$ cat config.mk
export PLATFORM = sky130hd
export DESIGN_NAME = caob_cfg_regs
export DESIGN_NICKNAME = d
export VERILOG_FILES = /design/src/hdl/caob_pkg.sv /design/src/hdl/caob_cfg_regs.sv
export SDC_FILE = /design/constraint.sdc
export NUM_CORES = 1
export LEC_CHECK = 0
export BUFFER_PORTS_ARGS = -buffer_cell sky130_fd_sc_hd__buf_2
export CORE_MARGIN = 2
export CORE_UTILIZATION = 35
export DETAILED_ROUTE_END_ITERATION = 16
export PLACE_DENSITY_LB_ADDON = 0.15
export SYNTH_ARGS = -nofsm -noshare
export SYNTH_HDL_FRONTEND = slang
export SYNTH_SLANG_ARGS = --single-unit
$ cat constraint.sdc
create_clock -name clk -period 2.5 [get_ports clk]
set_input_delay 0.25 -clock clk [delete_from_list [all_inputs] [get_ports clk]]
set_output_delay 0.25 -clock clk [all_outputs]
set_load 0.02 [all_outputs]
$ cat src/hdl/caob_pkg.sv
// ----------------------------------------------------------------------------
// caob_pkg
// Shared types and constants of the clipped alpha-over blit unit.
// ----------------------------------------------------------------------------
package caob_pkg;

	// configuration field widths
	localparam int CANVAS_DIM_W = 9;
	localparam int ORIGIN_W     = 13;
	localparam int TILE_DIM_W   = 13;

	// wide enough for any canvas index the block can form or be asked for
	localparam int IDX_W = 21;

	localparam int APB_AW = 5;
	localparam int APB_DW = 32;

	localparam int PIXEL_W = 32;

	typedef enum logic [1:0] {
		OP_CLEAR = 2'd0,
		OP_PIXEL = 2'd1,
		OP_READ  = 2'd2
	} op_t;

	typedef enum logic [2:0] {
		REG_CANVAS_WIDTH  = 3'd0,
		REG_CANVAS_HEIGHT = 3'd1,
		REG_DEST_X        = 3'd2,
		REG_DEST_Y        = 3'd3,
		REG_TILE_WIDTH    = 3'd4,
		REG_TILE_HEIGHT   = 3'd5
	} reg_idx_t;

	typedef struct packed {
		logic        [CANVAS_DIM_W-1:0] canvas_width;
		logic        [CANVAS_DIM_W-1:0] canvas_height;
		logic signed [ORIGIN_W-1:0]     dest_x;
		logic signed [ORIGIN_W-1:0]     dest_y;
		logic        [TILE_DIM_W-1:0]   tile_width;
		logic        [TILE_DIM_W-1:0]   tile_height;
	} cfg_t;

	localparam logic [CANVAS_DIM_W-1:0] CANVAS_DIM_RST = 9'd256;
	localparam logic [TILE_DIM_W-1:0]   TILE_DIM_RST   = 13'd256;

	typedef struct packed {
		logic [7:0] red;
		logic [7:0] green;
		logic [7:0] blue;
		logic [7:0] alpha;
	} pixel_t;

	typedef struct packed {
		logic               we;
		logic               re;
		logic [IDX_W-1:0]   addr;
		logic [PIXEL_W-1:0] wdata;
	} mem_req_t;

	typedef struct packed {
		logic               valid;
		logic [PIXEL_W-1:0] rgba;
	} blend_res_t;

endpackage

$ cat src/hdl/caob_cfg_regs.sv
// ----------------------------------------------------------------------------
// caob_cfg_regs
// APB register bank holding canvas size, tile origin and tile size.
// ----------------------------------------------------------------------------
module caob_cfg_regs (
	input  logic                     clk,
	input  logic                     arst_n,
	input  logic                     psel,
	input  logic                     penable,
	input  logic                     pwrite,
	input  logic [caob_pkg::APB_AW-1:0] paddr,
	input  logic [caob_pkg::APB_DW-1:0] pwdata,
	output logic [caob_pkg::APB_DW-1:0] prdata,
	output logic                     pready,
	output caob_pkg::cfg_t           cfg
);
	import caob_pkg::*;

	cfg_t     cfg_q;
	reg_idx_t reg_idx;
	logic     wr_en;

	assign pready  = 1'b1;
	assign reg_idx = reg_idx_t'(paddr[4:2]);
	assign wr_en   = psel & penable & pwrite;
	assign cfg     = cfg_q;

	always_ff @(posedge clk or negedge arst_n) begin
		if (!arst_n) begin
			cfg_q.canvas_width  <= CANVAS_DIM_RST;
			cfg_q.canvas_height <= CANVAS_DIM_RST;
			cfg_q.dest_x        <= '0;
			cfg_q.dest_y        <= '0;
			cfg_q.tile_width    <= TILE_DIM_RST;
			cfg_q.tile_height   <= TILE_DIM_RST;
		end else if (wr_en) begin
			case (reg_idx)
				REG_CANVAS_WIDTH:  cfg_q.canvas_width  <= pwdata[CANVAS_DIM_W-1:0];
				REG_CANVAS_HEIGHT: cfg_q.canvas_height <= pwdata[CANVAS_DIM_W-1:0];
				REG_DEST_X:        cfg_q.dest_x        <= signed'(pwdata[ORIGIN_W-1:0]);
				REG_DEST_Y:        cfg_q.dest_y        <= signed'(pwdata[ORIGIN_W-1:0]);
				REG_TILE_WIDTH:    cfg_q.tile_width    <= pwdata[TILE_DIM_W-1:0];
				REG_TILE_HEIGHT:   cfg_q.tile_height   <= pwdata[TILE_DIM_W-1:0];
				default: ;
			endcase
		end
	end

	always_comb begin
		prdata = '0;
		case (reg_idx)
			REG_CANVAS_WIDTH:  prdata = APB_DW'(cfg_q.canvas_width);
			REG_CANVAS_HEIGHT: prdata = APB_DW'(cfg_q.canvas_height);
			REG_DEST_X:        prdata = APB_DW'(unsigned'(cfg_q.dest_x));
			REG_DEST_Y:        prdata = APB_DW'(unsigned'(cfg_q.dest_y));
			REG_TILE_WIDTH:    prdata = APB_DW'(cfg_q.tile_width);
			REG_TILE_HEIGHT:   prdata = APB_DW'(cfg_q.tile_height);
			default:           prdata = '0;
		endcase
	end

endmodule

==> flow_metrics.py <==
metrics = {
    "flow_run": {
        "maxCapViolCount": 0,
    },
    "clocking": {
        "cts_buffers": 9,
        "cts_resized": 0,
        "clk_pin_slew_worst_paths_ns": 0.07,
        "cts_root_buf": "clkbuf_8",
        "cts_tree": "built",
        "cts_sinks": 70,
        "ctsLongestPathBuffers": 2,
        "clk_latency_ns": 0.33,
        "holdBufCountCts": 0,
        "cts_setup_buffers": 0,
        "h-tree-depth": 3,
    },
    "layout": {
        "drive_gt1_frac": 0.454,
        "seqCellArea_sq_mm": 0.00176,
        "final_cell_mix": "buf_2, dfrtp_1, mux2_1",
        "syn_to_final_growth_pct": 25.3,
        "layout_commonest_cell": "buf_2",
        "final_cells": 495,
        "final_cell_area_sq_mm": 0.00425,
        "fillCellCount": 934,
        "n_antenna_cell": 0,
        "multi_input_area_sq_mm": 0.00147,
        "final_nets": 403,
        "largest_reg_flops": 70,
    },
    "synthesis": {
        "muxShareOfSynthArea": 0.318,
        "synthTopCellsByArea": "dfrtp_1, mux2_1, mux2_2, mux2i_1, buf_4",
        "syn-instance-count": 253,
        "synth_compound_area_frac": 0.0458,
        "synth_top_family_by_area": "multiplexers",
        "synthSimpleGateAreaFrac": 0.0465,
        "ys_ff_latch": 70,
        "ys_seq_area_frac": 0.518,
        "syn_avg_cell_area_sq_um": 13.4,
        "synth_cell_types": 31,
        "syn_area_sq_mm": 0.00339,
        "yosysTopAreaCell": "dfrtp_1",
        "netlist.area_leader.share": 0.487,
        "ys_warn_count": 0,
        "synthAdderAreaFrac": 0,
        "synth-xor-area-share": 0,
    },
    "setup_path": {
        "cp-startpoint": "paddr[3]",
        "required_ns": 2.25,
        "worstSetupPathType": "primary input to primary output",
        "path_buf_inv": 2,
        "r2r_slack_ns": 1.68,
        "path_common_cell": "buf_2",
        "rr_endpoint": "cfg[63]",
        "crit_arrival_ns": 1.68,
        "rr_worst_depth": 1,
        "critical_path.max_fanout": 13,
        "slowest_delay_ns": 0.62,
        "worstSetupStartpointType": "primary input",
        "r2r-start": "cfg[63]",
        "crit_path_cell_trace": "buf_2, nand2b_1, nor2_1, a221o_1, buf_2",
        "cp_top_family": "simple AND/OR/NAND/NOR gates",
        "crit_slowest_cell": "nand2b_1",
        "cp-end-kind": "primary output",
    },
    "place": {
        "place_area_sq_mm": 0.00402,
        "post-dp-hpwl_mm": 6.19,
        "placedCellCount": 479,
        "place.gp.congestion": 0.745,
        "io_buffers": 103,
    },
    "floorplanning": {
        "coreArea_sq_mm": 0.00933,
        "rows": 35,
        "fp.dieW_um": 102,
        "num_io_pins": 145,
        "die-area_sq_mm": 0.0105,
        "start_util": 0.363,
        "die_h_um": 102,
    },
    "sta": {
        "fin_skew_ns": 0,
        "worstMarginPinSlew_ns": 0.910,
        "rsz0062_at_grt": "false",
        "hold_viol_final": 0,
        "setup_violations": 0,
        "relSlewSlack": 0.393,
        "fmax_ghz": 0.518,
        "min_period_over_period": 0.773,
        "maxSlewViolCount": 0,
        "setup_tns_ns": 0,
        "period_minus_slack_ns": 1.93,
        "hold_slack_ns": 0.0399,
    },
    "drt": {
        "num_vias": 2428,
        "postRouteAntennaNets": 0,
        "first_pass_iters": 4,
        "wl_per_cell_um": 17.8,
        "wl_mm": 8.83,
        "drt_iter0_markers": 61,
        "drc": 0,
        "vias_per_cell": 4.91,
    },
    "global_routing": {
        "grt_start_max_net_pins": 71,
        "antenna_found_initial": 0,
        "gr-total-overflow": 0,
        "top_usage_layer": "met2",
        "grt.total_usage": 0.174,
        "grt_util_met3": 0.0506,
        "first_global_vias": 2416,
        "met2_usage": 0.277,
        "grt_use_met1": 0.228,
        "grt_pass1_wl_mm": 13.4,
    },
    "pwr": {
        "p_leak_nw": 2.19,
        "power.density_mw_per_mm2": 853,
        "peakVddDrop_mv": 0.379,
    },
    "min_path": {
        "hold_class": "primary input to asynchronous set/reset pin",
    },
    "outcome": {
        "status": "finished, final reports clean",
    },
}
## metrics by stage
stage / setup WS, ns / total power, mW / util
after global routing: 0.487 / 3.81 / 0.455
after global placement: 0.572 / 2.57 / 0.431
after floorplan: 0.836 / 2.20 / -
after detailed placement: 0.543 / 2.59 / 0.431
final: 0.568 / 3.62 / 0.455
after CTS: 0.545 / 3.67 / 0.455
## cell type report
cell class | count | area share
multi-input combinational | 165 | 0.346
inverter | 1 | 0.000884
clock buffer | 12 | 0.0318
timing repair buffer | 114 | 0.147
sequential | 70 | 0.414
clock inverter | 4 | 0.0224
tap | 129 | 0.0380
## kinds of logic after synthesis
| group | Yosys count |
|---|---|
| AO/OA/AOI/OAI | 22 |
| flip-flops | 70 |
| AND/OR/NAND/NOR | 27 |
| other | 2 |
| multiplexers | 96 |
| buffers and inverters | 36 |
## how the worst max path moves through the flow
stage | to | cells after the start
global route | prdata[5] | 5
finish | prdata[5] | 5
floorplan | prdata[11] | 5
detailed placement | prdata[5] | 5
global placement | prdata[5] | 5
CTS | prdata[5] | 5
## Yosys cell counts (all sizes together)
library cell,number
mux2,74
a311o,2
nor2b,1
nand4b,1
nand2,6
mux2i,20
o22ai,4
or3,1
nand4,1
a211oi,2
clkbuf,2
inv,1
a221o,3
a21oi,2
buf,33
nor3,1
dfstp,4
dfrtp,66
nand3,3
mux4,2
conb,2
o21ai,5
nand2b,2
a31oi,2
a221oi,2
nor2,11
## per-layer routing
layer | up-vias | wire [um]
met1 | 1218 | 3930
met4 | 0 | 159
met5 | - | 0
li1 | 1093 | -
met2 | 104 | 4050
met3 | 13 | 689
## power by group
group	switching (mW)	internal [mW]	total, mW
clock	0.407	0.663	1.07
combinational	0.626	0.399	1.02
sequential	0.164	1.36	1.53
Note: power is estimated with default switching activity, not from simulation.
