$ cat src/hdl/caob_pkg.sv
// ----------------------------------------------------------------------------
// caob_pkg
// Shared types and constants of the clipped alpha-over blit unit.
// ----------------------------------------------------------------------------
package caob_pkg;

	// configuration field widths
	localparam int CANVAS_DIM_W = 9;
	localparam int ORIGIN_W     = 13;
	localparam int TILE_DIM_W   = 13;

	// wide enough for any canvas index the block can form or be asked for
	localparam int IDX_W = 21;

	localparam int APB_AW = 5;
	localparam int APB_DW = 32;

	localparam int PIXEL_W = 32;

	typedef enum logic [1:0] {
		OP_CLEAR = 2'd0,
		OP_PIXEL = 2'd1,
		OP_READ  = 2'd2
	} op_t;

	typedef enum logic [2:0] {
		REG_CANVAS_WIDTH  = 3'd0,
		REG_CANVAS_HEIGHT = 3'd1,
		REG_DEST_X        = 3'd2,
		REG_DEST_Y        = 3'd3,
		REG_TILE_WIDTH    = 3'd4,
		REG_TILE_HEIGHT   = 3'd5
	} reg_idx_t;

	typedef struct packed {
		logic        [CANVAS_DIM_W-1:0] canvas_width;
		logic        [CANVAS_DIM_W-1:0] canvas_height;
		logic signed [ORIGIN_W-1:0]     dest_x;
		logic signed [ORIGIN_W-1:0]     dest_y;
		logic        [TILE_DIM_W-1:0]   tile_width;
		logic        [TILE_DIM_W-1:0]   tile_height;
	} cfg_t;

	localparam logic [CANVAS_DIM_W-1:0] CANVAS_DIM_RST = 9'd256;
	localparam logic [TILE_DIM_W-1:0]   TILE_DIM_RST   = 13'd256;

	typedef struct packed {
		logic [7:0] red;
		logic [7:0] green;
		logic [7:0] blue;
		logic [7:0] alpha;
	} pixel_t;

	typedef struct packed {
		logic               we;
		logic               re;
		logic [IDX_W-1:0]   addr;
		logic [PIXEL_W-1:0] wdata;
	} mem_req_t;

	typedef struct packed {
		logic               valid;
		logic [PIXEL_W-1:0] rgba;
	} blend_res_t;

endpackage

$ cat src/hdl/caob_blend.sv
// ----------------------------------------------------------------------------
// caob_blend
// Two-stage source-over blend: products in the first stage, the exact
// divide by 255 and the alpha sum in the second.
// ----------------------------------------------------------------------------
module caob_blend (
	input  logic                         clk,
	input  logic                         arst_n,
	input  logic                         start,
	input  caob_pkg::pixel_t             src,
	input  logic [caob_pkg::PIXEL_W-1:0] dst,
	output caob_pkg::blend_res_t         res
);
	import caob_pkg::*;

	// exact floor(x/255) for x below 65280
	function automatic logic [7:0] div255(input logic [16:0] x);
		logic [16:0] t;
		t = x + 17'd1 + 17'(x[16:8]);
		return t[15:8];
	endfunction

	pixel_t     d;
	logic [7:0] inv_a;

	logic        vld_s1;
	logic [15:0] sr_s1, sg_s1, sb_s1;
	logic [15:0] dr_s1, dg_s1, db_s1, da_s1;
	logic [7:0]  a_s1;

	logic [7:0]  nr, ng, nb, na;
	logic [8:0]  a_sum;

	logic               vld_s2;
	logic [PIXEL_W-1:0] rgba_s2;

	assign d     = pixel_t'(dst);
	assign inv_a = 8'd255 - src.alpha;

	always_ff @(posedge clk) begin
		sr_s1 <= 16'(src.red)   * 16'(src.alpha);
		sg_s1 <= 16'(src.green) * 16'(src.alpha);
		sb_s1 <= 16'(src.blue)  * 16'(src.alpha);
		dr_s1 <= 16'(d.red)     * 16'(inv_a);
		dg_s1 <= 16'(d.green)   * 16'(inv_a);
		db_s1 <= 16'(d.blue)    * 16'(inv_a);
		da_s1 <= 16'(d.alpha)   * 16'(inv_a);
		a_s1  <= src.alpha;
	end

	always_comb begin
		nr    = div255(17'(sr_s1) + 17'(dr_s1));
		ng    = div255(17'(sg_s1) + 17'(dg_s1));
		nb    = div255(17'(sb_s1) + 17'(db_s1));
		a_sum = 9'(a_s1) + 9'(div255(17'(da_s1)));
		na    = a_sum[8] ? 8'd255 : a_sum[7:0];
	end

	always_ff @(posedge clk) begin
		rgba_s2 <= {nr, ng, nb, na};
	end

	always_ff @(posedge clk or negedge arst_n) begin
		if (!arst_n) begin
			vld_s1 <= 1'b0;
			vld_s2 <= 1'b0;
		end else begin
			vld_s1 <= start;
			vld_s2 <= vld_s1;
		end
	end

	assign res.valid = vld_s2;
	assign res.rgba  = rgba_s2;

endmodule

$ cat config.mk
export PLATFORM = sky130hd
export DESIGN_NAME = caob_blend
export DESIGN_NICKNAME = d
export VERILOG_FILES = /design/src/hdl/caob_pkg.sv /design/src/hdl/caob_blend.sv
export SDC_FILE = /design/constraint.sdc
export NUM_CORES = 1
export LEC_CHECK = 0
export ABC_AREA = 1
export BUFFER_PORTS_ARGS = -buffer_cell sky130_fd_sc_hd__buf_2
export CAP_MARGIN = 0
export CORE_ASPECT_RATIO = 1.75
export CORE_MARGIN = 10
export CORE_UTILIZATION = 35
export CTS_CLUSTER_SIZE = 8
export DETAILED_ROUTE_END_ITERATION = 8
export PLACE_DENSITY_LB_ADDON = 0.15
export SYNTH_ARGS = -nofsm -noshare
export SYNTH_HDL_FRONTEND = slang
export SYNTH_SLANG_ARGS = --single-unit
$ cat constraint.sdc
create_clock -name clk -period 3.4 [get_ports clk]
set_input_delay 0.34 -clock clk [delete_from_list [all_inputs] [get_ports clk]]
set_output_delay 0.34 -clock clk [all_outputs]
set_load 0.01 [all_outputs]
==> flow_summary.rst <==
.. list-table::
   :header-rows: 1

   * - Metric
     - Value
   * - Outcome
     - finished, violations left
   * - Violations in the final reports
     - negative setup slack
   * - Share of post-route cells with drive strength above 1
     - 0.273
   * - Sort of element at the start of the critical path
     - input port
   * - Synth Cell Area
     - roughly 0.022 sq mm
   * - Endpoints failing hold
     - 0
   * - Sequential share of power
     - 0.113
   * - Portion of synthesized cell area occupied by the leading cell type
     - 0.230
   * - Power share of the combinational group
     - 0.816
   * - Leading post-synthesis cells by instance count
     - 685 x inv_1, 576 x nand2_1, 339 x ha_1
   * - Clk slew on worst S/H paths
     - 70 ps
   * - Count of distinct cell types in the synthesized netlist
     - 43
   * - Cell at the slowest stage of the critical path
     - fa_1
   * - Post-detail-place hpwl
     - 54100 um
   * - Power share of the clock group
     - 0.071
   * - Final setup margin
     - -116 ps
   * - Net count after synthesis
     - around 3600
   * - Family with the most delay on the worst path
     - adder cells
   * - CTS sink cnt
     - 154
   * - Crit path time final
     - ~3500 ps
   * - Number of warnings printed during yosys synthesis
     - 0
   * - Top area cells in the synthesized netlist
     - fa_1 23%, ha_1 19%, dfxtp_1 14%
   * - Most prevalent standard cell on the critical path
     - fa_1
   * - Sw Share
     - 0.505
   * - PnR Total Power
     - roughly 27000 uW
   * - CTS tree
     - yes
   * - Class of the worst hold path
     - in2reg
   * - Cell with the most instances after synthesis
     - inv_1
   * - Number of flops mapped to enable cells by yosys
     - 0
   * - Crit path required time
     - 3780 ps
   * - Total buffers and inverters traversed by the critical path
     - 5
   * - Fmax
     - 0.284 GHz
   * - Maximum single-stage delay on the critical path
     - approximately 520 ps
   * - Setup violations, final
     - 39
   * - H-tree depth reported by CTS
     - 4
   * - Average vias per placed instance
     - 4.64
   * - Pin count of the biggest net entering global routing
     - 23
   * - Design internal power
     - 13500 uW
   * - Total power divided by cell area
     - 928 mW/mm^2
   * - Flip-flop cell with the highest count after synthesis
     - dfxtp_1
   * - Largest fanout of any net on the critical path
     - 13
   * - Number of I/O pins
     - 100
   * - Footprint of the flip-flops and latches
     - 0.00309 sq mm
   * - DR vias
     - ~19000
   * - Antenna violations before repair
     - 7
   * - CTS Buffer Depth
     - 2
   * - Wire per inst
     - 15.4 um
   * - Area occupied by multi-input gates
     - 0.0179 sq mm
   * - Die Footprint
     - 0.0744 sq mm
   * - Endpoint class of the critical path
     - register
   * - Unrepaired setup endpoints after global routing
     - yes
   * - Initial core utilization
     - 0.353
   * - Sequence of cells on the critical path
     - buf_12 -> buf_8 -> nand2_1 -> inv_1 -> fa_1 -> fa_1 -> fa_1 -> inv_1 -> fa_1 -> inv_2 -> ha_4 -> nand2_2 -> o21ai_2 -> nand2_1 -> o2111ai_2 -> xor2_1
   * - Max VDD drop
     - between 0.5 and 0.6 mV
   * - Global-route wire length before repair
     - 104000 um
   * - Data arrival time of the worst path
     - 3890 ps
   * - Die Span Y
     - 353 um
   * - Sequential area share after synthesis
     - 0.139
   * - Leakage power figure
     - between 0.015 and 0.02 uW
   * - Max-slew headroom at the worst pin
     - 0.742
   * - Async set or reset register ratio after synthesis
     - 0.0130
   * - Detailed Route Iter0 Violations
     - 581
   * - Number of routed nets with antenna violations
     - 0
   * - Max_cap viols
     - 0
   * - Fill cell instance count of the final layout
     - 6288
   * - Count of input and output buffers
     - 99
   * - Yosys top cell by area
     - fa_1
   * - Cts bufs inserted
     - 17
   * - Pre-CTS setup slack
     - -850 ps
   * - Worst Path Class, Setup
     - in2reg
   * - Clock skew after layout
     - 8.23 ps
   * - Final instance area
     - slightly below 0.03 sq mm
   * - Mean area per synthesized cell
     - 7.63 sq um
   * - Sum of routed wire length over all layers
     - around 64000 um
   * - Area of the core
     - about 0.063 sq mm
   * - Net Switching
     - 13700 uW
   * - Cell count after synthesis
     - between 2000 and 3000
   * - Root Buffer
     - clkbuf_16
   * - 1st-pass router iterations
     - 5
   * - Area after DPL
     - 0.0270 sq mm
   * - Vias in the first global route
     - about 21000
   * - Final weighted congestion in routability-driven placement
     - 0.884
   * - Worst Max-Slew Pin Slew
     - 385 ps
   * - Final critical-path share of the clock period
     - 1.03
   * - GRT Total Usage
     - 0.174
   * - DIE WIDTH
     - 211 um
   * - Overflow after GRT
     - 0
   * - Clock latency reported for the late side of the worst-skew pair
     - 460 ps
   * - Site Rows
     - 122
   * - Number of pins exceeding their max-slew limit in the final report
     - 0
   * - Layout net count
     - 3999
   * - Post-synthesis sequential element count
     - 154
   * - Number of design rule violations left after detail routing
     - 0
   * - Area grow syn2layout
     - 31.8%
[sequential cells by signal (all words and copies together), names as in the netlist]
| name | count |
|---|---|
| sb_s1 | 16 |
| dg_s1 | 16 |
| da_s1 | 16 |
| sr_s1 | 16 |
| vld_s1 | 1 |
| dr_s1 | 16 |
| vld_s2 | 1 |
| a_s1 | 8 |
| sg_s1 | 16 |
| rgba_s2 | 32 |
| db_s1 | 16 |
[power groups by stage]
stage,Combinational (uW),Sequential [uW],Clock (uW)
global route,25000,3140,2090
CTS,21200,3090,2010
global placement,20000,3120,0
detailed placement,20400,3120,0
finish,22200,3070,1940
floorplan,14300,3070,0
[per-layer routing]
layer	share of wire	vias to the layer above	wire length, um	GRT usage
met3	0.030	88	1890	0.0253
met5	0.00059	-	38	0
met4	0.029	6	1840	0.0593
met2	0.53	275	34100	0.325
li1	-	9676	-	-
met1	0.41	9242	26000	0.196
[through the flow]
step                      hold slack, ps  TNS, ps  utilization  instances
after floorplan                     44.4   -12450            -       2916
after global placement               124   -39940        0.428       4085
after detailed placement             127   -43030        0.428       4085
after CTS                            138     -922        0.451       4139
after global routing                 143    -7080        0.465       4156
final                                168    -1940        0.465       4159
[layout by cell type, fill, tap and decap left out, types with 10 or more instances in the layout]
master,count
a21oi_1,95
nand2_2,80
nand2_4,20
a21oi_4,17
xnor2_1,44
nor2_2,36
buf_12,28
nand4_1,27
nor2_1,223
o21ai_0,12
buf_6,23
buf_4,314
fa_2,11
nor2_4,26
xor2_1,69
ha_4,37
nand2_1,520
a21oi_2,23
inv_1,632
buf_2,91
inv_2,54
ha_1,300
o21ai_1,16
o21ai_2,27
nand3_2,15
clkbuf_16,20
dfxtp_1,152
o2111ai_2,10
nand3_1,54
fa_1,245
[timing repair]
item	in CTS	in global routing
endpoints found under the setup margin	56	71
pin swaps	64	69
hold endpoints to repair	3	0
gates cloned	3	3
hold buffers	2	0
buffers inserted	17	14
resized for setup	139	177
[final cells by class]
| class | count | share of cell area |
|---|---|---|
| diodes | 3 | 0.000256 |
| clock buffers | 18 | 0.0146 |
| clock inverters | 14 | 0.00547 |
| inverters | 696 | 0.0920 |
| multi-input cells | 1993 | 0.611 |
| flip-flops and latches | 154 | 0.106 |
| well taps | 806 | 0.0344 |
| repair buffers | 475 | 0.137 |
[worst paths after layout]
path / slack, ps / endpoint / from / depth (start not counted)
setup / recovery: -120 / sg_s1[15]$_DFF_P_ / src[2] / 16
hold / removal: 170 / a_s1[6]$_DFF_P_ / src[6] / 2
setup reg to reg: 150 / rgba_s2[18]$_DFF_P_ / sg_s1[0]$_DFF_P_ / 20
hold reg to reg: 350 / vld_s2$_DFF_PN0_ / vld_s1$_DFF_PN0_ / 0
max in group asynchronous: 3120 / vld_s2$_DFF_PN0_ / arst_n / 2
min in group asynchronous: 180 / vld_s1$_DFF_PN0_ / arst_n / 2
[cells by family (layout without fill, tap and decap cells)]
logic type / Yosys count / after routing / share of synthesized area
simple gates: 1021 / 1021 / 0.194
buf+inv: 769 / 1203 / 0.131
fa+ha+maj: 595 / 595 / 0.421
compound gates: 251 / 251 / 0.0637
flops: 154 / 154 / 0.139
xor+xnor: 126 / 126 / 0.0515
other cells: 0 / 3 / 0
(Power assumes the default switching activity.)
