File: config.mk
export PLATFORM = sky130hd
export DESIGN_NAME = caob_seq
export DESIGN_NICKNAME = d
export VERILOG_FILES = /design/src/hdl/caob_pkg.sv /design/src/hdl/caob_seq.sv
export SDC_FILE = /design/constraint.sdc
export NUM_CORES = 1
export LEC_CHECK = 0
export BUFFER_PORTS_ARGS = -buffer_cell sky130_fd_sc_hd__buf_2
export CORE_ASPECT_RATIO = 0.5
export CORE_UTILIZATION = 58
export CTS_CLUSTER_DIAMETER = 120
export DETAILED_ROUTE_END_ITERATION = 6
export GPL_TIMING_DRIVEN = 0
export MAX_ROUTING_LAYER = met4
export PLACE_DENSITY = 0.88
export SLEW_MARGIN = 20
export SYNTH_ARGS = -nofsm -noshare
export SYNTH_HDL_FRONTEND = slang
export SYNTH_SLANG_ARGS = --single-unit
File: constraint.sdc
create_clock -name clk -period 40.2 [get_ports clk]
set_input_delay 10.05 -clock clk [delete_from_list [all_inputs] [get_ports clk]]
set_output_delay 10.05 -clock clk [all_outputs]
set_load 0.01 [all_outputs]
File: src/hdl/caob_pkg.sv
// ----------------------------------------------------------------------------
// caob_pkg
// Shared types and constants of the clipped alpha-over blit unit.
// ----------------------------------------------------------------------------
package caob_pkg;

	// configuration field widths
	localparam int CANVAS_DIM_W = 9;
	localparam int ORIGIN_W     = 13;
	localparam int TILE_DIM_W   = 13;

	// wide enough for any canvas index the block can form or be asked for
	localparam int IDX_W = 21;

	localparam int APB_AW = 5;
	localparam int APB_DW = 32;

	localparam int PIXEL_W = 32;

	typedef enum logic [1:0] {
		OP_CLEAR = 2'd0,
		OP_PIXEL = 2'd1,
		OP_READ  = 2'd2
	} op_t;

	typedef enum logic [2:0] {
		REG_CANVAS_WIDTH  = 3'd0,
		REG_CANVAS_HEIGHT = 3'd1,
		REG_DEST_X        = 3'd2,
		REG_DEST_Y        = 3'd3,
		REG_TILE_WIDTH    = 3'd4,
		REG_TILE_HEIGHT   = 3'd5
	} reg_idx_t;

	typedef struct packed {
		logic        [CANVAS_DIM_W-1:0] canvas_width;
		logic        [CANVAS_DIM_W-1:0] canvas_height;
		logic signed [ORIGIN_W-1:0]     dest_x;
		logic signed [ORIGIN_W-1:0]     dest_y;
		logic        [TILE_DIM_W-1:0]   tile_width;
		logic        [TILE_DIM_W-1:0]   tile_height;
	} cfg_t;

	localparam logic [CANVAS_DIM_W-1:0] CANVAS_DIM_RST = 9'd256;
	localparam logic [TILE_DIM_W-1:0]   TILE_DIM_RST   = 13'd256;

	typedef struct packed {
		logic [7:0] red;
		logic [7:0] green;
		logic [7:0] blue;
		logic [7:0] alpha;
	} pixel_t;

	typedef struct packed {
		logic               we;
		logic               re;
		logic [IDX_W-1:0]   addr;
		logic [PIXEL_W-1:0] wdata;
	} mem_req_t;

	typedef struct packed {
		logic               valid;
		logic [PIXEL_W-1:0] rgba;
	} blend_res_t;

endpackage

File: src/hdl/caob_seq.sv
// ----------------------------------------------------------------------------
// caob_seq
// Op sequencer: tile counters, canvas position and clipping, read-modify-
// write of the canvas store, clearing sweep and the result register.
// ----------------------------------------------------------------------------
module caob_seq #(
	parameter int MAX_CANVAS_PIXELS = 65536,
	parameter int MAX_TILE_DIM      = 4096
) (
	input  logic                         clk,
	input  logic                         arst_n,
	input  caob_pkg::cfg_t               cfg,
	input  logic                         in_valid,
	output logic                         in_ready,
	input  logic [1:0]                   in_op,
	input  caob_pkg::pixel_t             in_pixel,
	input  logic [15:0]                  in_read_index,
	output caob_pkg::mem_req_t           mem_req,
	input  logic [caob_pkg::PIXEL_W-1:0] mem_rdata,
	output logic                         blend_start,
	output caob_pkg::pixel_t             blend_src,
	input  caob_pkg::blend_res_t         blend_res,
	output logic                         out_valid,
	input  logic                         out_ready,
	output logic [caob_pkg::PIXEL_W-1:0] out_data
);
	import caob_pkg::*;

	localparam int AW = $clog2(MAX_CANVAS_PIXELS);
	localparam int CW = $clog2(MAX_TILE_DIM);
	localparam int DW = (CW + 1 > TILE_DIM_W) ? CW + 1 : TILE_DIM_W;
	localparam int PW = DW + 1;
	localparam logic [IDX_W-1:0] MAX_IDX  = IDX_W'(MAX_CANVAS_PIXELS);
	localparam logic [AW-1:0]    LAST_ADR = AW'(MAX_CANVAS_PIXELS - 1);

	typedef enum logic [2:0] {
		S_CLEAR,
		S_IDLE,
		S_PIX_POS,
		S_PIX_RD,
		S_PIX_BLEND,
		S_RD_OUT
	} state_t;

	state_t             state_q;
	logic [CW-1:0]      col_q, row_q;
	logic [AW-1:0]      clr_adr_q;
	logic [IDX_W-1:0]   idx_q;
	pixel_t             src_q;
	logic               rd_zero_q;
	logic               out_valid_q;
	logic [PIXEL_W-1:0] out_data_q;

	logic               accept;
	op_t                op;
	logic [IDX_W-1:0]   rd_idx;
	logic [DW-1:0]      tw_dim, th_dim, col_inc, row_inc;
	logic signed [PW-1:0] cx, cy;
	logic               hit_x, hit_y, hit;
	logic [17:0]        row_base;
	logic [IDX_W-1:0]   pos_idx;
	logic               out_free;

	assign in_ready = (state_q == S_IDLE);
	assign accept   = in_valid & in_ready;
	assign op       = op_t'(in_op);
	assign rd_idx   = IDX_W'(in_read_index);
	assign out_free = !out_valid_q || out_ready;

	// tile size, zero acting as one and large values capped
	always_comb begin
		if (cfg.tile_width == '0) begin
			tw_dim = DW'(1);
		end else if (DW'(cfg.tile_width) > DW'(MAX_TILE_DIM)) begin
			tw_dim = DW'(MAX_TILE_DIM);
		end else begin
			tw_dim = DW'(cfg.tile_width);
		end
		if (cfg.tile_height == '0) begin
			th_dim = DW'(1);
		end else if (DW'(cfg.tile_height) > DW'(MAX_TILE_DIM)) begin
			th_dim = DW'(MAX_TILE_DIM);
		end else begin
			th_dim = DW'(cfg.tile_height);
		end
		col_inc = DW'(col_q) + DW'(1);
		row_inc = DW'(row_q) + DW'(1);
	end

	// canvas position of the current tile pixel and clipping
	always_comb begin
		cx       = PW'(cfg.dest_x) + signed'(PW'(col_q));
		cy       = PW'(cfg.dest_y) + signed'(PW'(row_q));
		hit_x    = !cx[PW-1] && (cx[PW-2:0] < (PW-1)'(cfg.canvas_width));
		hit_y    = !cy[PW-1] && (cy[PW-2:0] < (PW-1)'(cfg.canvas_height));
		row_base = 18'(cy[CANVAS_DIM_W-1:0]) * 18'(cfg.canvas_width);
		pos_idx  = IDX_W'(row_base) + IDX_W'(cx[CANVAS_DIM_W-1:0]);
		hit      = hit_x && hit_y && (pos_idx < MAX_IDX);
	end

	always_comb begin
		mem_req = '0;
		case (state_q)
			S_CLEAR: begin
				mem_req.we   = 1'b1;
				mem_req.addr = IDX_W'(clr_adr_q);
			end
			S_IDLE: begin
				if (accept && op == OP_READ && rd_idx < MAX_IDX) begin
					mem_req.re   = 1'b1;
					mem_req.addr = rd_idx;
				end
			end
			S_PIX_POS: begin
				mem_req.re   = hit;
				mem_req.addr = pos_idx;
			end
			S_PIX_BLEND: begin
				mem_req.we    = blend_res.valid;
				mem_req.addr  = idx_q;
				mem_req.wdata = blend_res.rgba;
			end
			default: ;
		endcase
	end

	assign blend_start = (state_q == S_PIX_RD);
	assign blend_src   = src_q;

	always_ff @(posedge clk) begin
		if (accept) begin
			src_q     <= in_pixel;
			rd_zero_q <= !(rd_idx < MAX_IDX);
		end
		if (state_q == S_PIX_POS) begin
			idx_q <= pos_idx;
		end
		if (state_q == S_RD_OUT && out_free) begin
			out_data_q <= rd_zero_q ? '0 : mem_rdata;
		end
	end

	always_ff @(posedge clk or negedge arst_n) begin
		if (!arst_n) begin
			state_q     <= S_CLEAR;
			clr_adr_q   <= '0;
			col_q       <= '0;
			row_q       <= '0;
			out_valid_q <= 1'b0;
		end else begin
			if (state_q == S_RD_OUT && out_free) begin
				out_valid_q <= 1'b1;
			end else if (out_ready) begin
				out_valid_q <= 1'b0;
			end
			case (state_q)
				S_CLEAR: begin
					clr_adr_q <= clr_adr_q + AW'(1);
					if (clr_adr_q == LAST_ADR) begin
						state_q <= S_IDLE;
					end
				end
				S_IDLE: begin
					if (accept) begin
						case (op)
							OP_CLEAR: begin
								clr_adr_q <= '0;
								col_q     <= '0;
								row_q     <= '0;
								state_q   <= S_CLEAR;
							end
							OP_PIXEL: state_q <= S_PIX_POS;
							OP_READ:  state_q <= S_RD_OUT;
							default:  state_q <= S_IDLE;
						endcase
					end
				end
				S_PIX_POS: begin
					if (col_inc >= tw_dim) begin
						col_q <= '0;
						row_q <= (row_inc >= th_dim) ? '0 : row_inc[CW-1:0];
					end else begin
						col_q <= col_inc[CW-1:0];
					end
					state_q <= hit ? S_PIX_RD : S_IDLE;
				end
				S_PIX_RD: begin
					state_q <= S_PIX_BLEND;
				end
				S_PIX_BLEND: begin
					if (blend_res.valid) begin
						state_q <= S_IDLE;
					end
				end
				S_RD_OUT: begin
					if (out_free) begin
						state_q <= S_IDLE;
					end
				end
				default: state_q <= S_IDLE;
			endcase
		end
	end

	assign out_valid = out_valid_q;
	assign out_data  = out_data_q;

`ifndef SYNTHESIS
	a_no_write_when_ready: assert property (@(posedge clk) disable iff (!arst_n)
		in_ready |-> !mem_req.we)
		else $error("canvas written while accepting a new transaction");

	a_read_data_used: assert property (@(posedge clk) disable iff (!arst_n)
		mem_req.re |=> (state_q == S_RD_OUT || state_q == S_PIX_RD))
		else $error("canvas read issued with no consumer of its data");

	a_col_in_tile: assert property (@(posedge clk) disable iff (!arst_n)
		(DW'(col_q) < DW'(MAX_TILE_DIM)) && (DW'(row_q) < DW'(MAX_TILE_DIM)))
		else $error("tile counter beyond the largest tile");

	a_blend_done_writes: assert property (@(posedge clk) disable iff (!arst_n)
		(state_q == S_PIX_RD) |=> ##1 (blend_res.valid && mem_req.we))
		else $error("blend result not written back");
`endif

endmodule

==> flow_summary.yaml, run 1 <==
floorplanning:
  die_x_um: 196
  rows: 35
  io_pins: 311
  initial_core_util: 0.592
  fp.dieH_um: 98.9
  core_um2: 18400
  dieArea_um2: 19400
drt:
  vias_per_cell: 5.85
  wl_um: 34000
  dr.pass1.iters: 6
  drtIter0Drc: 978
  routedWlPerCell_um: 19.9
  num_vias: 9998
  antenna_left: 0
  drc: 0
finish:
  area_growth_syn_to_layout_pct: 22.1
  fin_cells: 1709
  nFillCells: 1377
  postLayoutCoreUtil: 0.724
  fin_nets: 1825
  drive_gt1_frac: 0.240
clocking:
  ctsHoldBuffers: 0
  cts-root-buf: "clkbuf_16"
  clk_pin_slew_ns: 0.07
  tritoncts: "yes"
  cts.sinks: 127
  insertion_delay_ns: 0.43
  cts_buffers: 17
  postCtsSetupBuffers: 0
  cts_resized: 0
  clk_path_buf_depth: 2
  h-tree-depth: 4
global_routing:
  met2_usage: 0.559
  grtUsageTotal: 0.366
  grt-busiest-layer: "met2"
  grt_use_met3: 0.109
  grt_use_met1: 0.467
  grt_first_pass_wirelength_um: 52400
  grt_pass1_vias: 9800
  overflow: 0
  grt_max_degree: 45
  antenna_found_initial: 1
critical_path:
  startpoint_type: "input port"
  worst_ep_required_time_ns: 30.15
  worstPathArrival_ns: 17.96
  r2r_cells: 26
  critical_path.max_fanout: 10
  critPathKind: "input port to primary output"
  critPathCaptureType: "primary output"
sta:
  finalSetupViolCount: 0
  relSlewSlack: 0.326
  hold_violations: 0
  max_clock_freq_mhz: 35.7
  final_max_slew_viol_count: 0
  fin_crit_sh: 0.697
  rsz0062_at_grt: "false"
  min_period_ns: 28.01
  fin_tns_setup_ns: 0
  fin_skew_ns: 0.0199
  hold-worst-slack_ns: 0.530
  max_slew.worst_pin.slew_ns: 1.00
placed_design:
  io_buffers: 302
  place_inst: 1674
  gp_congestion: 0.969
  dp_hpwl_um: 27700
power:
  p_total_uw: 719
  p_seq_frac: 0.257
  power_switching_uw: 310
  power.share.clock: 0.210
  cellLeakagePower_nw: 6.63
  power_frac_comb: 0.533
  p_int_uw: 409
  powerDensity_nw_per_um2: 54.0
  ir_drop_uv: 47.9
  switching_share: 0.432
min_path:
  min_path_cells: 2
  hold_class: "flip-flop to flip-flop"
logic_synthesis:
  netlist.top_cell.by_area: "edfxtp_1"
  synth_top_flop_cell: "edfxtp_1"
  synth_area_leaders: "edfxtp_1, ha_1, fa_1"
  synth_most_common_cell: "ha_1"
  synth_top_cell_area_share: 0.229
  yosysWarnings: 0
  ys_ff_latch: 127
  avgSynthCellArea_um2: 9.64
  syn_area_um2: 10900
  netlist_instances: 1130
  synth_edf_count: 83
  synthArstFlopShare: 0.346
  yosysSeqAreaShare: 0.330
  yosysUniqueCellTypes: 67
  synth_common_cells: "ha_1, nand2_1, inv_1, edfxtp_1, nor2_1"
job:
  max_cap_viol_count: 0
status:
  status: "finished clean"
layer usage:
layer  routed length (um)  vias to the layer above
li1                     -                     4602
met1                13600                     4806
met2                15500                      516
met3                 3910                       74
met4                  903                        0
met5                    0                        -
sequential cells by signal, indices dropped and copies added (netlist names):
register   count
idx_q         19
out_data      32
state_q        3
out_valid      1
col_q         12
blend_src     32
row_q         12
clr_adr_q     16
final timing paths:
kind | startpoint | to | slack [ns]
worst min register to register | row_q[5]$_DFFE_PN0P_ | row_q[5]$_DFFE_PN0P_ | 0.53
max in group asynchronous | arst_n | clr_adr_q[11]$_DFFE_PN0P_ | 30.13
min in group asynchronous | arst_n | row_q[5]$_DFFE_PN0P_ | 9.62
worst max-delay path | cfg[26] | mem_req[53] | 12.20
worst max register to register | row_q[0]$_DFFE_PN0P_ | state_q[1]$_DFFE_PN0P_ | 31.88
worst min-delay path | row_q[5]$_DFFE_PN0P_ | row_q[5]$_DFFE_PN0P_ | 0.53
power by group through the flow:
stage               Sequential, mW  Combinational (mW)  Clock (mW)
global placement             0.186               0.358           0
CTS                          0.185               0.378       0.151
finish                       0.185               0.383       0.151
detailed placement           0.187               0.373           0
floorplan                    0.189               0.256           0
global route                 0.187               0.424       0.157
cell type report:
type                    count  area [um^2]  area share
diodes                      3         7.51    0.000564
plain buffers              38          153      0.0115
clock buffers              19          443      0.0333
clock inverters            13          114     0.00856
inverters                 109          409      0.0307
multi-input cells         857         6760       0.508
flip-flops and latches    127         3590       0.270
well taps                 240          300      0.0226
repair buffers            303         1530       0.115
through the flow:
step	area (um^2)	setup WS, ns
6_report	13300	12.20
5_1_grt	13300	11.86
4_1_cts	13300	12.31
3_5_place_dp	12700	12.33
3_3_place_gp	12700	12.49
2_1_floorplan	10900	13.55
cells by family after synthesis:
family / share of synthesized area
AO/OA/AOI/OAI: 0.118
XOR/XNOR: 0.0458
adder cells (fa/ha/maj): 0.250
buffers and inverters: 0.0514
flip-flops: 0.330
multiplexers: 0.0204
other: 0.000344
AND/OR/NAND/NOR: 0.185
critical path, cell delays in order:
cell     delay [ns]
buf_2          0.08
ha_1           0.15
inv_1          0.05
fa_1           0.41
nor2b_1        0.18
o31a_1         0.21
o21a_1         0.14
nor2_1         0.06
xnor2_1        0.74
nand2_1        0.17
fa_1           0.53
inv_1          0.05
fa_1           0.51
inv_1          0.05
fa_1           0.46
fa_1           0.53
fa_1           0.55
inv_1          0.05
ha_1           0.37
a211o_1        0.30
o211a_4        0.25
a31oi_2        0.26
nor3b_1        0.10
or3_4          0.40
or4_4          0.56
nor4b_2        0.43
or2_1          0.16
buf_2          0.14
cell usage in the layout (no fill, tap or decap), types with 4 or more instances in the layout:
cell type	instances
buf_2	302
ha_1	125
nand2_1	120
inv_1	108
edfxtp_1	83
nor2_1	72
fa_1	58
a21oi_1	52
and3_1	48
dfrtp_1	44
and2_1	40
o21ai_0	37
xnor2_1	35
clkbuf_1	34
nand3_1	24
xor2_1	22
mux2i_1	20
nor2b_1	19
nand2b_1	17
o21ai_1	17
clkbuf_16	17
nor3_1	15
o21a_1	14
a221o_1	13
nand4_1	9
or3_1	8
a21o_1	7
a22o_1	7
a31oi_1	6
nor4_1	6
and4_1	5
a211oi_1	4
o211ai_1	4
clkinvlp_4	4
(Power assumes the default switching activity.)
==> run 2, diff against run 1 <==
Settings changed: ABC_AREA set to 1, CORE_UTILIZATION 58 to 54, PLACE_DENSITY 0.88 to 0.82.
Clock period 40.2 ns to 26.7 ns, I/O delays scaled along.
==> run 2 against run 1 <==
Worst setup slack lost 5.5 ns. Core utilization shrank 4.5 points. Critical path depth is the same. Sequential cell count is the same. Combinational power grew to 4.0 times the previous value. Cell count grew 22%. Sequential power grew 88%. Die area grew 13%. Non-clock buffer count shrank 14. Via count grew 8.2%. Largest cell class unchanged. Largest power group unchanged. Highest routed layer unchanged.
==> flow_summary.yaml, run 2 <==
status:
  status: "finished clean"
drt:
  dr.pass1.iters: 6
  routedWlPerCell_um: 15.9
  drc: 0
  vias_per_cell: 5.21
  drtIter0Drc: 931
  antenna_left: 0
  wl_um: 33100
  num_vias: 10814
clocking:
  tritoncts: "yes"
  cts_buffers: 17
  postCtsSetupBuffers: 0
  cts_resized: 0
  clk_path_buf_depth: 2
  h-tree-depth: 4
  clk_pin_slew_ns: 0.06
  insertion_delay_ns: 0.43
  ctsHoldBuffers: 0
  cts-root-buf: "clkbuf_16"
  cts.sinks: 127
logic_synthesis:
  yosysWarnings: 0
  synth_area_leaders: "edfxtp_1, ha_1, nand2_1"
  synth_top_flop_cell: "edfxtp_1"
  ys_ff_latch: 127
  yosysUniqueCellTypes: 49
  avgSynthCellArea_um2: 7.83
  synth_common_cells: "nand2_1, inv_1, nor2_1, ha_1, edfxtp_1"
  netlist_instances: 1461
  syn_area_um2: 11400
  synth_edf_count: 83
  netlist.top_cell.by_area: "edfxtp_1"
  synth_top_cell_area_share: 0.218
  yosysSeqAreaShare: 0.314
  synthArstFlopShare: 0.346
  synth_most_common_cell: "nand2_1"
sta:
  worst_slack_ns: 6.70
  hold_violations: 0
  max_clock_freq_mhz: 50.0
  finalSetupViolCount: 0
  relSlewSlack: 0.312
  rsz0062_at_grt: "false"
  min_period_ns: 20.00
  fin_crit_sh: 0.749
  fin_skew_ns: 0.0114
  max_slew.worst_pin.slew_ns: 1.03
  fin_tns_setup_ns: 0
  final_max_slew_viol_count: 0
power:
  powerDensity_nw_per_um2: 152
  power.share.clock: 0.120
  cellLeakagePower_nw: 7.77
  p_int_mw: 1.05
  switching_share: 0.510
  ir_drop_uv: 196
  p_seq_frac: 0.163
  power_frac_comb: 0.717
  power_switching_mw: 1.09
critical_path:
  worstPathArrival_ns: 13.32
  r2r_cells: 28
  crit_end: "mem_req[47]"
  critical_path.max_fanout: 7
  reg2reg_to: "state_q[1]$_DFFE_PN0P_"
  path_depth: 28
  timing.rr.start: "row_q[0]$_DFFE_PN0P_"
  r2r_setup_slack_ns: 19.65
  crit_start: "cfg[26]"
  slowest_delay_ns: 0.74
  worst_ep_required_time_ns: 20.02
  crit_family: "adder cells"
  slowest_stage: "xor2_1"
  critPathKind: "input port to primary output"
  critPathBufInv: 8
  critPathCaptureType: "primary output"
  startpoint_type: "input port"
global_routing:
  grt_max_degree: 45
  met2_usage: 0.500
  grt_pass1_vias: 10160
  grt_use_met1: 0.409
  grtUsageTotal: 0.313
  grt_first_pass_wirelength_um: 52000
  grt_use_met3: 0.0592
  grt-busiest-layer: "met2"
  antenna_found_initial: 1
  overflow: 0
placed_design:
  gp_congestion: 0.985
  dpl_worst_slack_ns: 6.82
  place_inst: 2043
  io_buffers: 306
  dp_hpwl_um: 27000
finish:
  multi_input_area_um2: 6670
  regArea_um2: 3590
  drive_gt1_frac: 0.201
  fin_nets: 2161
  fin_cells: 2077
  layout_commonest_cell: "nand2_1"
  area_growth_syn_to_layout_pct: 22.5
  layout_common_cells: "nand2_1, buf_2, inv_1"
  nFillCells: 1706
floorplanning:
  rows: 37
  fp.dieH_um: 105
  core_um2: 20600
  initial_core_util: 0.554
  io_pins: 311
  die_x_um: 208
  dieArea_um2: 21800
job:
  max_cap_viol_count: 0
min_path:
  hold_class: "flip-flop to flip-flop"
-- run 2: cell count changes in the layout (fill, tap and decap cells not counted), moves of 14 or more --
cell,delta
o21a_1,-14
mux2i_1,-20
nor2_1,+70
clkbuf_1,-21
xnor2_1,-25
and2_1,-35
and3_1,-47
nor3_1,+15
nand2b_1,-17
nand2_1,+253
nand3_1,+37
o21ai_1,-15
nor2b_1,-19
inv_1,+182
-- run 2: worst min-delay path: cells and delay by family, from the launching register on --
| family | cells | cell delay (ns) |
|---|---|---|
| simple gates | 2 | 0.13 |
| flops | 1 | 0.39 |
-- run 2: per-layer routing --
metal,wire length [um],part of all wire
met3,2570,0.078
met2,15500,0.47
met4,533,0.016
met5,0,0
met1,14400,0.44
-- run 2: how the worst min path moves through the flow --
stage / depth (start not counted) / to / start / slack [ns]
3_5_place_dp: 2 / row_q[11]$_DFFE_PN0P_ / row_q[11]$_DFFE_PN0P_ / 0.53
2_1_floorplan: 2 / row_q[11]$_DFFE_PN0P_ / row_q[11]$_DFFE_PN0P_ / 0.47
6_report: 2 / row_q[11]$_DFFE_PN0P_ / row_q[11]$_DFFE_PN0P_ / 0.55
3_3_place_gp: 2 / row_q[11]$_DFFE_PN0P_ / row_q[11]$_DFFE_PN0P_ / 0.51
5_1_grt: 2 / row_q[11]$_DFFE_PN0P_ / row_q[11]$_DFFE_PN0P_ / 0.58
4_1_cts: 2 / row_q[11]$_DFFE_PN0P_ / row_q[11]$_DFFE_PN0P_ / 0.55
-- run 2: cells by family (layout without fill, tap and decap cells) --
logic type	after synthesis	count (layout)	synth area share
xor+xnor	40	40	0.0306
flops	127	127	0.314
simple gates	661	661	0.243
buf+inv	314	654	0.104
other cells	1	4	0.000328
fa+ha+maj	183	183	0.238
compound gates	135	135	0.0700
-- run 2: power by group through the flow --
stage                     clock, mW  combinational, mW  sequential (mW)
final                         0.257               1.53            0.348
after global routing          0.268               1.72            0.353
after CTS                     0.258               1.51            0.348
after detailed placement          0               1.49            0.352
after global placement            0               1.46            0.352
after floorplan                   0               1.09            0.356
-- run 2: area by class of cell --
| type | count | area share |
|---|---|---|
| multi-input cells | 1021 | 0.476 |
| well taps | 273 | 0.0244 |
| plain buffers | 19 | 0.00598 |
| repair buffers | 308 | 0.112 |
| clock buffers | 18 | 0.0306 |
| clock inverters | 14 | 0.0146 |
| inverters | 295 | 0.0790 |
| diodes | 2 | 0.000357 |
| flip-flops and latches | 127 | 0.256 |
-- run 2: stage by stage --
step                      power [mW]  utilization  instance area, um^2  hold slack (ns)
after floorplan                 1.45            -                11400            0.475
after global placement          1.82        0.645                13300            0.513
after detailed placement        1.84        0.648                13400            0.527
after CTS                       2.12        0.678                14000            0.551
after global routing            2.34        0.678                14000            0.580
final                           2.14        0.679                14000            0.547
